==> src/rtl/lcps_pkg.sv <==
// Shared constants, types and helpers for the line-centroid PID steering core.
`timescale 1ns / 1ps
package lcps_pkg;

   localparam int SENSOR_COUNT = 8;
   localparam int HSUM_W = $clog2(SENSOR_COUNT * SENSOR_COUNT) + 2;
   localparam int SCNT_W = $clog2(SENSOR_COUNT + 1);

   localparam int ACC_W = 64;
   localparam int MPL_W = 20;
   localparam int QUO_W = 56;
   localparam int DVSR_W = 28;
   localparam int SUM_W = 48;
   localparam int STEP_W = 6;
   localparam int MUL_STEPS = MPL_W;
   localparam int DIV_STEPS = QUO_W;

   localparam logic [MPL_W-1:0] US_PER_S = 20'd1000000;
   localparam logic [DVSR_W-1:0] I_DIVISOR = 28'd256000000;

   localparam logic [2:0] CSR_GAIN_P = 3'd0;
   localparam logic [2:0] CSR_GAIN_I = 3'd1;
   localparam logic [2:0] CSR_GAIN_D = 3'd2;
   localparam logic [2:0] CSR_TIMESTEP = 3'd3;
   localparam logic [2:0] CSR_SPEED = 3'd4;

   typedef enum logic [4:0] {
      ST_IDLE, ST_SCAN, ST_E_SET, ST_E_DIV, ST_P_SET, ST_P_MUL, ST_T_SET, ST_T_MUL,
      ST_INT_UPD, ST_I_SET, ST_I_MUL, ST_I_DSET, ST_I_DIV, ST_D_SET, ST_D_MUL1,
      ST_D_SET2, ST_D_MUL2, ST_D_DSET, ST_D_DIV, ST_D_FIN, ST_SUM, ST_OUT
   } state_type;

   function automatic logic [15:0] abs16(input logic signed [15:0] v);
      return v[15] ? 16'(-v) : 16'(v);
   endfunction

   function automatic logic signed [SUM_W-1:0] apply_sign(input logic [SUM_W-2:0] m,
                                                          input logic n);
      logic signed [SUM_W-1:0] s;
      s = $signed({1'b0, m});
      return n ? -s : s;
   endfunction

   function automatic logic signed [15:0] wheel_speed(input logic signed [25:0] v);
      logic [25:0] mag;
      logic signed [18:0] q;
      mag = v[25] ? 26'(-v) : 26'(v);
      q = $signed({1'b0, mag[25:8]});
      if (v[25]) begin
         q = -q;
      end
      if (q[18:15] != {4{q[18]}}) begin
         return q[18] ? 16'sh8000 : 16'sh7FFF;
      end
      return q[15:0];
   endfunction

endpackage

==> src/rtl/line_centroid_pid_steering_core.sv <==
// Line-centroid PID steering core: sensor centroid, serial PID and wheel speeds.
`timescale 1ns / 1ps
// Usage:
//  - req_valid/req_ready carries one request of req_sensor_bits; it is taken
//    only while the core is idle.
//  - rsp_valid/rsp_ready returns one result per request: control_signal,
//    left_speed, right_speed and line_seen, held in an output register.
//  - Work is done by a shared bit-serial shift-add multiplier and a shared
//    bit-serial restoring divider. A request passes through the sensor scan
//    and the chain of five products and three quotients before rsp_valid;
//    the derivative products and quotient are skipped when the previous
//    error is zero. The core takes no new request until the result of the
//    last one is loaded; the next request can be taken in the cycle after
//    the result is loaded.
//  - A new request is accepted while an earlier result still waits in the
//    output register; the core only stalls at its final step if that result
//    has not been taken yet.
//  - csr_write_en writes csr_write_data to register csr_index at once; write
//    only while idle.
//  - reset restores register defaults and clears integral and previous error.
module line_centroid_pid_steering_core
   import lcps_pkg::*;
(
   input  logic                clock,
   input  logic                reset,
   input  logic                req_valid,
   output logic                req_ready,
   input  logic [7:0]          req_sensor_bits,
   output logic                rsp_valid,
   input  logic                rsp_ready,
   output logic signed [23:0]  rsp_control_signal,
   output logic signed [15:0]  rsp_left_speed,
   output logic signed [15:0]  rsp_right_speed,
   output logic                rsp_line_seen,
   input  logic                csr_write_en,
   input  logic [2:0]          csr_index,
   input  logic [19:0]         csr_write_data
);

   state_type state_ff, state_in;
   logic [STEP_W-1:0] cnt_ff, cnt_in;
   logic [SENSOR_COUNT-1:0] bits_ff, bits_in;
   logic signed [HSUM_W-1:0] hsum_ff, hsum_in;
   logic [SCNT_W-1:0] count_ff, count_in;
   logic [ACC_W-1:0] acc_ff, acc_in, mcand_ff, mcand_in;
   logic [MPL_W-1:0] mplier_ff, mplier_in;
   logic [QUO_W-1:0] quo_ff, quo_in;
   logic [DVSR_W-1:0] rem_ff, rem_in, dvsr_ff, dvsr_in;
   logic neg_ff, neg_in;
   logic signed [15:0] err_ff, err_in, prev_ff, prev_in;
   logic signed [39:0] integral_ff, integral_in;
   logic signed [SUM_W-1:0] p_ff, p_in, i_ff, i_in, d_ff, d_in;
   logic signed [23:0] sig_ff, sig_in;
   logic signed [15:0] gain_p_ff, gain_i_ff, gain_d_ff;
   logic [19:0] ts_ff;
   logic [14:0] speed_ff;
   logic rsp_valid_ff, rsp_valid_in;
   logic signed [23:0] rsp_sig_ff, rsp_sig_in;
   logic signed [15:0] rsp_left_ff, rsp_left_in, rsp_right_ff, rsp_right_in;
   logic rsp_seen_ff, rsp_seen_in;

   logic [19:0] ts_eff;
   logic signed [HSUM_W-1:0] pos;
   logic [DVSR_W:0] trial;
   logic signed [41:0] isum, tval;
   logic signed [SUM_W-1:0] total;
   logic signed [16:0] diff;
   logic signed [25:0] base, lsum, rsum;

   assign ts_eff = (ts_ff == '0) ? 20'd1 : ts_ff;
   assign pos = $signed(HSUM_W'(2 * cnt_ff)) - HSUM_W'(SENSOR_COUNT - 1);
   assign trial = {rem_ff, quo_ff[QUO_W-1]};
   assign tval = neg_ff ? -$signed({1'b0, acc_ff[40:0]}) : $signed({1'b0, acc_ff[40:0]});
   assign isum = 42'(integral_ff) + tval;
   assign total = p_ff + i_ff + d_ff;
   assign diff = 17'(err_ff) - 17'(prev_ff);
   assign base = $signed({3'b000, speed_ff, 8'b0});
   assign lsum = base + 26'(sig_ff);
   assign rsum = base - 26'(sig_ff);

   always_ff @(posedge clock) begin
      if (reset) begin
         gain_p_ff <= 16'sd256;
         gain_i_ff <= '0;
         gain_d_ff <= '0;
         ts_ff <= 20'd1000;
         speed_ff <= '0;
      end else if (csr_write_en) begin
         unique case (csr_index)
            CSR_GAIN_P: gain_p_ff <= csr_write_data[15:0];
            CSR_GAIN_I: gain_i_ff <= csr_write_data[15:0];
            CSR_GAIN_D: gain_d_ff <= csr_write_data[15:0];
            CSR_TIMESTEP: ts_ff <= csr_write_data;
            CSR_SPEED: speed_ff <= csr_write_data[14:0];
            default: ;
         endcase
      end
   end

   always_ff @(posedge clock) begin
      if (reset) begin
         state_ff <= ST_IDLE;
         rsp_valid_ff <= 1'b0;
         prev_ff <= '0;
         integral_ff <= '0;
      end else begin
         state_ff <= state_in;
         rsp_valid_ff <= rsp_valid_in;
         prev_ff <= prev_in;
         integral_ff <= integral_in;
      end
      cnt_ff <= cnt_in;
      bits_ff <= bits_in;
      hsum_ff <= hsum_in;
      count_ff <= count_in;
      acc_ff <= acc_in;
      mcand_ff <= mcand_in;
      mplier_ff <= mplier_in;
      quo_ff <= quo_in;
      rem_ff <= rem_in;
      dvsr_ff <= dvsr_in;
      neg_ff <= neg_in;
      err_ff <= err_in;
      p_ff <= p_in;
      i_ff <= i_in;
      d_ff <= d_in;
      sig_ff <= sig_in;
      rsp_sig_ff <= rsp_sig_in;
      rsp_left_ff <= rsp_left_in;
      rsp_right_ff <= rsp_right_in;
      rsp_seen_ff <= rsp_seen_in;
   end

   always_comb begin
      state_in = state_ff;
      cnt_in = cnt_ff;
      bits_in = bits_ff;
      hsum_in = hsum_ff;
      count_in = count_ff;
      acc_in = acc_ff;
      mcand_in = mcand_ff;
      mplier_in = mplier_ff;
      quo_in = quo_ff;
      rem_in = rem_ff;
      dvsr_in = dvsr_ff;
      neg_in = neg_ff;
      err_in = err_ff;
      prev_in = prev_ff;
      integral_in = integral_ff;
      p_in = p_ff;
      i_in = i_ff;
      d_in = d_ff;
      sig_in = sig_ff;
      rsp_sig_in = rsp_sig_ff;
      rsp_left_in = rsp_left_ff;
      rsp_right_in = rsp_right_ff;
      rsp_seen_in = rsp_seen_ff;
      rsp_valid_in = rsp_valid_ff && !rsp_ready;
      req_ready = 1'b0;

      unique case (state_ff)
         ST_IDLE: begin
            req_ready = 1'b1;
            if (req_valid) begin
               bits_in = req_sensor_bits[SENSOR_COUNT-1:0];
               hsum_in = '0;
               count_in = '0;
               cnt_in = '0;
               state_in = ST_SCAN;
            end
         end
         ST_SCAN: begin
            if (bits_ff[0]) begin
               hsum_in = hsum_ff + pos;
               count_in = count_ff + 1'b1;
            end
            bits_in = bits_ff >> 1;
            cnt_in = cnt_ff + 1'b1;
            if (cnt_ff == STEP_W'(SENSOR_COUNT - 1)) begin
               state_in = ST_E_SET;
            end
         end
         ST_E_SET: begin
            quo_in = QUO_W'(hsum_ff[HSUM_W-1] ? -hsum_ff : hsum_ff) << 7;
            rem_in = '0;
            dvsr_in = (count_ff == '0) ? DVSR_W'(1) : DVSR_W'(count_ff);
            neg_in = hsum_ff[HSUM_W-1];
            cnt_in = '0;
            state_in = ST_E_DIV;
         end
         ST_E_DIV, ST_I_DIV, ST_D_DIV: begin
            if (trial >= {1'b0, dvsr_ff}) begin
               rem_in = DVSR_W'(trial - {1'b0, dvsr_ff});
               quo_in = {quo_ff[QUO_W-2:0], 1'b1};
            end else begin
               rem_in = trial[DVSR_W-1:0];
               quo_in = {quo_ff[QUO_W-2:0], 1'b0};
            end
            cnt_in = cnt_ff + 1'b1;
            if (cnt_ff == STEP_W'(DIV_STEPS - 1)) begin
               if (state_ff == ST_E_DIV) begin
                  state_in = ST_P_SET;
               end else if (state_ff == ST_I_DIV) begin
                  state_in = ST_D_SET;
               end else begin
                  state_in = ST_D_FIN;
               end
            end
         end
         ST_P_SET: begin
            err_in = neg_ff ? -$signed(quo_ff[15:0]) : $signed(quo_ff[15:0]);
            acc_in = '0;
            mcand_in = ACC_W'(quo_ff[15:0]);
            mplier_in = MPL_W'(abs16(gain_p_ff));
            neg_in = neg_ff ^ gain_p_ff[15];
            cnt_in = '0;
            state_in = ST_P_MUL;
         end
         ST_P_MUL, ST_T_MUL, ST_I_MUL, ST_D_MUL1, ST_D_MUL2: begin
            acc_in = mplier_ff[0] ? acc_ff + mcand_ff : acc_ff;
            mcand_in = {mcand_ff[ACC_W-2:0], 1'b0};
            mplier_in = mplier_ff >> 1;
            cnt_in = cnt_ff + 1'b1;
            if (cnt_ff == STEP_W'(MUL_STEPS - 1)) begin
               unique case (state_ff)
                  ST_P_MUL: state_in = ST_T_SET;
                  ST_T_MUL: state_in = ST_INT_UPD;
                  ST_I_MUL: state_in = ST_I_DSET;
                  ST_D_MUL1: state_in = ST_D_SET2;
                  default: state_in = ST_D_DSET;
               endcase
            end
         end
         ST_T_SET: begin
            p_in = apply_sign(acc_ff[SUM_W+6:8], neg_ff);
            acc_in = '0;
            mcand_in = ACC_W'(abs16(err_ff));
            mplier_in = ts_eff;
            neg_in = err_ff[15];
            cnt_in = '0;
            state_in = ST_T_MUL;
         end
         ST_INT_UPD: begin
            if (isum[41:39] != {3{isum[41]}}) begin
               integral_in = isum[41] ? 40'sh80_0000_0000 : 40'sh7F_FFFF_FFFF;
            end else begin
               integral_in = isum[39:0];
            end
            state_in = ST_I_SET;
         end
         ST_I_SET: begin
            acc_in = '0;
            mcand_in = ACC_W'($unsigned(integral_ff[39] ? -integral_ff : integral_ff));
            mplier_in = MPL_W'(abs16(gain_i_ff));
            neg_in = integral_ff[39] ^ gain_i_ff[15];
            cnt_in = '0;
            state_in = ST_I_MUL;
         end
         ST_I_DSET, ST_D_DSET: begin
            quo_in = acc_ff[QUO_W-1:0];
            rem_in = '0;
            dvsr_in = (state_ff == ST_I_DSET) ? I_DIVISOR : {ts_eff, 8'b0};
            cnt_in = '0;
            state_in = (state_ff == ST_I_DSET) ? ST_I_DIV : ST_D_DIV;
         end
         ST_D_SET: begin
            i_in = apply_sign(quo_ff[SUM_W-2:0], neg_ff);
            prev_in = err_ff;
            if (prev_ff == '0) begin
               d_in = '0;
               state_in = ST_SUM;
            end else begin
               acc_in = '0;
               mcand_in = ACC_W'(diff[16] ? 17'(-diff) : 17'(diff));
               mplier_in = MPL_W'(abs16(gain_d_ff));
               neg_in = diff[16] ^ gain_d_ff[15];
               cnt_in = '0;
               state_in = ST_D_MUL1;
            end
         end
         ST_D_SET2: begin
            mcand_in = acc_ff;
            acc_in = '0;
            mplier_in = US_PER_S;
            cnt_in = '0;
            state_in = ST_D_MUL2;
         end
         ST_D_FIN: begin
            d_in = apply_sign(quo_ff[SUM_W-2:0], neg_ff);
            state_in = ST_SUM;
         end
         ST_SUM: begin
            if (total[SUM_W-1:23] != {(SUM_W - 23){total[SUM_W-1]}}) begin
               sig_in = total[SUM_W-1] ? 24'sh800000 : 24'sh7FFFFF;
            end else begin
               sig_in = total[23:0];
            end
            state_in = ST_OUT;
         end
         ST_OUT: begin
            if (!rsp_valid_ff || rsp_ready) begin
               rsp_valid_in = 1'b1;
               rsp_sig_in = sig_ff;
               rsp_left_in = wheel_speed(lsum);
               rsp_right_in = wheel_speed(rsum);
               rsp_seen_in = (count_ff != '0);
               state_in = ST_IDLE;
            end
         end
         default: state_in = ST_IDLE;
      endcase
   end

   assign rsp_valid = rsp_valid_ff;
   assign rsp_control_signal = rsp_sig_ff;
   assign rsp_left_speed = rsp_left_ff;
   assign rsp_right_speed = rsp_right_ff;
   assign rsp_line_seen = rsp_seen_ff;

endmodule

==> config.mk <==
export PLATFORM = sky130hd
export DESIGN_NAME = line_centroid_pid_steering_core
export DESIGN_NICKNAME = d
export VERILOG_FILES = /design/src/rtl/lcps_pkg.sv /design/src/rtl/line_centroid_pid_steering_core.sv
export SDC_FILE = /design/constraint.sdc
export NUM_CORES = 2
export LEC_CHECK = 0
export BUFFER_PORTS_ARGS = -buffer_cell sky130_fd_sc_hd__buf_2
export CORE_MARGIN = 4
export CORE_UTILIZATION = 50
export DETAILED_ROUTE_END_ITERATION = 10
export MAX_ROUTING_LAYER = met4
export PLACE_DENSITY_LB_ADDON = 0.2
export SETUP_SLACK_MARGIN = 0.02
export SLEW_MARGIN = 40
export SYNTH_ARGS = -nofsm -noshare
export SYNTH_HDL_FRONTEND = slang
export SYNTH_SLANG_ARGS = --single-unit
==> constraint.sdc <==
create_clock -name clock -period 7.7 [get_ports clock]
set_input_delay 1.155 -clock clock [delete_from_list [all_inputs] [get_ports clock]]
set_output_delay 1.155 -clock clock [all_outputs]
set_load 0.1 [all_outputs]
==> reports/results.env <==
RUN_STATUS='finished clean'
MOST-COMMON-LAYOUT-CELLS='nand2_1 (543), edfxtp_1 (508), a21oi_1 (351), nor2_1 (318), xnor2_1 (299)'
DRT-WIRELENGTH-PER-CELL_UM=21.30
PRE_CTS_SLACK_NS=1.079
GLOBALROUTE.TOTALOVERFLOW=0
WORST_PATH_DOMINANT_CELL_FAMILY='simple AND/OR/NAND/NOR gates'
SYNTH_TOP_AREA_SHARE=0.3356
IO_PINS=95
POST_CTS.RESIZED_INSTANCES=0
CRIT_PATH_MAX_FANOUT=21
CRITICAL_PATH_BUF_INV_COUNT=1
FIRST_GLOBAL_VIAS=34980
FINAL_LAYOUT_SIZE_SUFFIX_GT1_FRAC=0.07773
DIE_W_UM=309.5
HOLD_VIOLATIONS=0
GRT_PASS1_WL_MM=200.9
R2R_SETUP_SLACK_NS=0.88
CTS_MAX_PATH_BUFFERS=3
CP_CELL_SEQUENCE='or3_1, or4_1, or2_1, or3_1, nor3_1, nand2_1, or3_1, or2_2, o41ai_1, nand2_1, xor2_1, ha_1, a21o_1, a21oi_1, o31ai_1, a21o_1, a221oi_1, nand2_1, nand3_1, a21oi_4, buf_16, a221o_1'
NUMCLOCKSINKS=653
AREA_FRACTION_IN_COMPOUND_GATES_AFTER_SYNTHESIS=0.2095
SYN-NUM-NETS=5153
TIMING.HOLD.WS_NS=0.4754
POST_PLACE_INSTANCE_AREA_SQ_UM=46990
HPWL_MM=93.84
SYNTH_SEQ_AREA_SHARE=0.3995
AREA_GROWTH_SYN_TO_LAYOUT_PCT=9.173
SYNTH.FF_LATCH_COUNT=653
NUMBER_OF_H_TREE_LEVELS=3
LAYOUT_COMMONEST_CELL='nand2_1'
CLKLATENCYLATEPIN_NS=0.64
SYNTH.DISTINCT_CELLS=116
CLOCK_SKEW_NS=0.03972
VIAS=37460
POWER_LEAKAGE_nW=19.03
SYNTH_MUX_AREA_FRAC=0.006634
TIMING.HOLD.WORST.CLASS='register to register'
TIMING.FINAL.MAX_SLEW_VIOLATIONS=0
SETUP-VIOLATIONS-FINAL=0
WORST_SLEW_MARGIN_REL=0.4202
FINAL_WEIGHTED_CONGESTION_OF_ROUTABILITY_DRIVEN_GLOBAL_PLACEMENT=0.9511
ROWS=110
CLK_TRANSITION_REPORTED_PATHS_NS=0.06
CP.REQUIRED_NS=8.20
GLOBALROUTETOTALUTIL=0.2702
NUM-NETS-FINAL=5131
FLOORPLAN.INITIALDENSITY=0.5042
GRT_START_MAX_NET_PINS=91
CRIT_SLOWEST_CELL='or4_1'
REMAINING_DRCS=0
FINAL_MIN_PERIOD_OVER_CLOCK_PERIOD=0.8858
DELAY_OF_THE_SLOWEST_CELL_ON_THE_WORST_PATH_NS=0.56
DETAILEDROUTE.FIRSTPASSITERATIONCOUNT=6
CTS_POST_SETUP_BUFFERS_INSERTED=0
SYNTH_FF_TYPE='edfxtp_1'
CORE_AREA_SQ_UM=90150
CAP_VIOLATIONS=0
SYNTH_XOR_XNOR_AREA_SHARE=0.08864
IO_BUFFER_COUNT=94
TIMING.FMAX_MHz=146.6
ANTENNA_FOUND_INITIAL=2
SYNTHESIZED_NETLIST_CELL_COUNT=4823
DIE_HEIGHT_UM=309.5
DETAIL_ROUTE.VIAS_PER_CELL=6.202
WORST_IR_DROP_VDD_mV=0.2242
TOTALWIRELENGTH_MM=128.7
FINISH.CELL_COUNT_WITHOUT_FILLERS=6040
TOTALNEGATIVESETUPSLACK_NS=0
DRT_ITER0_MARKERS=4027
NUMBER_OF_HOLD_REPAIR_BUFFERS_ADDED_AT_THE_CTS_STAGE=0
POWER-PER-CELL-AREA_nW_PER_UM2=242.0
SYN_AVG_CELL_AREA_SQ_UM=9.424
CRIT_PATH_END_KIND='register'
ASYNC_FLOP_SHARE=0
SYNTH_EDF_COUNT=508
SYNTH_AREA_SQ_UM=45450
YOSYS.AREA_SHARE.SIMPLE=0.1691
POSTLAYOUTSETUPSLACKWORST_NS=0.8790
WORSTSETUPSTARTPOINTTYPE='register'
WARNINGS_SYNTHESIS=0
RSZ0062_AT_GRT='false'
DIE_AREA_SQ_UM=95790
ADDER_AND_MAJORITY_GATE_PORTION_OF_THE_SYNTHESIZED_AREA=0.08985
TIMING_WORST_SLEW_PIN_VALUE_NS=0.8697
FINISH.INSTANCE_AREA_SQ_UM=49620
SYNTH_TOP_AREA_CELL='edfxtp_1'
CRITPATHARRIVALTIME_NS=7.32
NUMCTSBUFFERS=75
DPL.CELL_COUNT=5900
SYNTH_TOP_FAMILY_BY_AREA='compound AO/OA/AOI/OAI gates'
ROOT_BUFFER_CELL='clkbuf_16'
TRITONCTS='yes'
SYNTH.TOP_CELLS.BY_AREA='edfxtp_1 (34%), ha_1 (6.6%), dfxtp_1 (6.4%)'
ANTENNA_LEFT=0
CRITICALPATHCATEGORY='register to register'
FIN_CRIT_NS=6.821
==> cell families (layout without fill, tap and decap cells) <==
group,Yosys count,count (layout)
AO/OA/AOI/OAI,1390,1390
XOR/XNOR,460,460
adder cells (fa/ha/maj),294,294
buffers and inverters,429,469
flip-flops,653,653
multiplexers,29,29
other,0,1
AND/OR/NAND/NOR,1568,1568
==> per-layer routing <==
metal / global-route usage / vias to the layer above / wire [um]
li1: - / 17850 / -
met5: - / - / 0
met3: 0.03516 / 208 / 9618
met1: 0.3901 / 18030 / 59510
met2: 0.4018 / 1372 / 56210
met4: 0.07279 / 0 / 3305
==> cells in the mapped netlist (51+ instances only) <==
cell type / number
nand3_1: 94
dfxtp_1: 145
xor2_1: 160
or3_1: 65
o31ai_1: 66
inv_1: 192
a21oi_1: 354
nor3_1: 99
a21o_1: 139
edfxtp_1: 508
nand2_1: 544
nor2_1: 323
nand2b_1: 51
clkbuf_1: 190
ha_1: 240
xnor2_1: 300
nor2b_1: 87
fa_1: 54
o21ai_0: 245
==> where the power goes <==
group          total, mW  internal [mW]  switching (mW)
sequential          4.81           4.43           0.371
clock               3.82           2.26            1.56
combinational       3.39           1.30            2.08
total               12.0           8.00            4.01
==> final cells by class <==
| type | count | area, sq um |
|---|---|---|
| Multi-Input combinational cell | 3741 | 25820 |
| Inverter | 194 | 728.2 |
| Clock buffer | 94 | 2032 |
| Timing Repair Buffer | 136 | 843.3 |
| Fill cell | 8071 | 40530 |
| Clock inverter | 45 | 564.3 |
| Sequential cell | 653 | 18160 |
| Tap cell | 1176 | 1471 |
| Antenna cell | 1 | 2.502 |
==> worst min-delay path: stages (launching register included) <==
cell	delay, ns
dfxtp_1	0.32
nand2_1	0.06
a21oi_1	0.05
==> final timing paths <==
kind	endpoint	cells after the start	start
max	integral_ff[38]	22	acc_ff[16]
min	prev_ff[3]	2	prev_ff[3]
max reg2reg	integral_ff[38]	22	acc_ff[16]
min reg2reg	prev_ff[3]	2	prev_ff[3]
==> state kept, by name, summed over array words and instances, names as in the netlist, 20 cells and up <==
| register | count |
|---|---|
| acc_ff | 56 |
| d_ff | 48 |
| dvsr_ff | 24 |
| i_ff | 48 |
| integral_ff | 40 |
| mcand_ff | 56 |
| mplier_ff | 20 |
| p_ff | 48 |
| quo_ff | 56 |
| rem_ff | 28 |
| rsp_control_signal | 24 |
| sig_ff | 24 |
| ts_ff | 20 |
==> stage by stage <==
step	total power, mW	util
3_5_place_dp	8.212	0.5213
3_3_place_gp	8.135	0.5201
2_1_floorplan	7.321	-
4_1_cts	12.05	0.5501
5_1_grt	12.64	0.5504
6_report	12.01	0.5504
No activity file was read; power rests on OpenSTA's default activity.
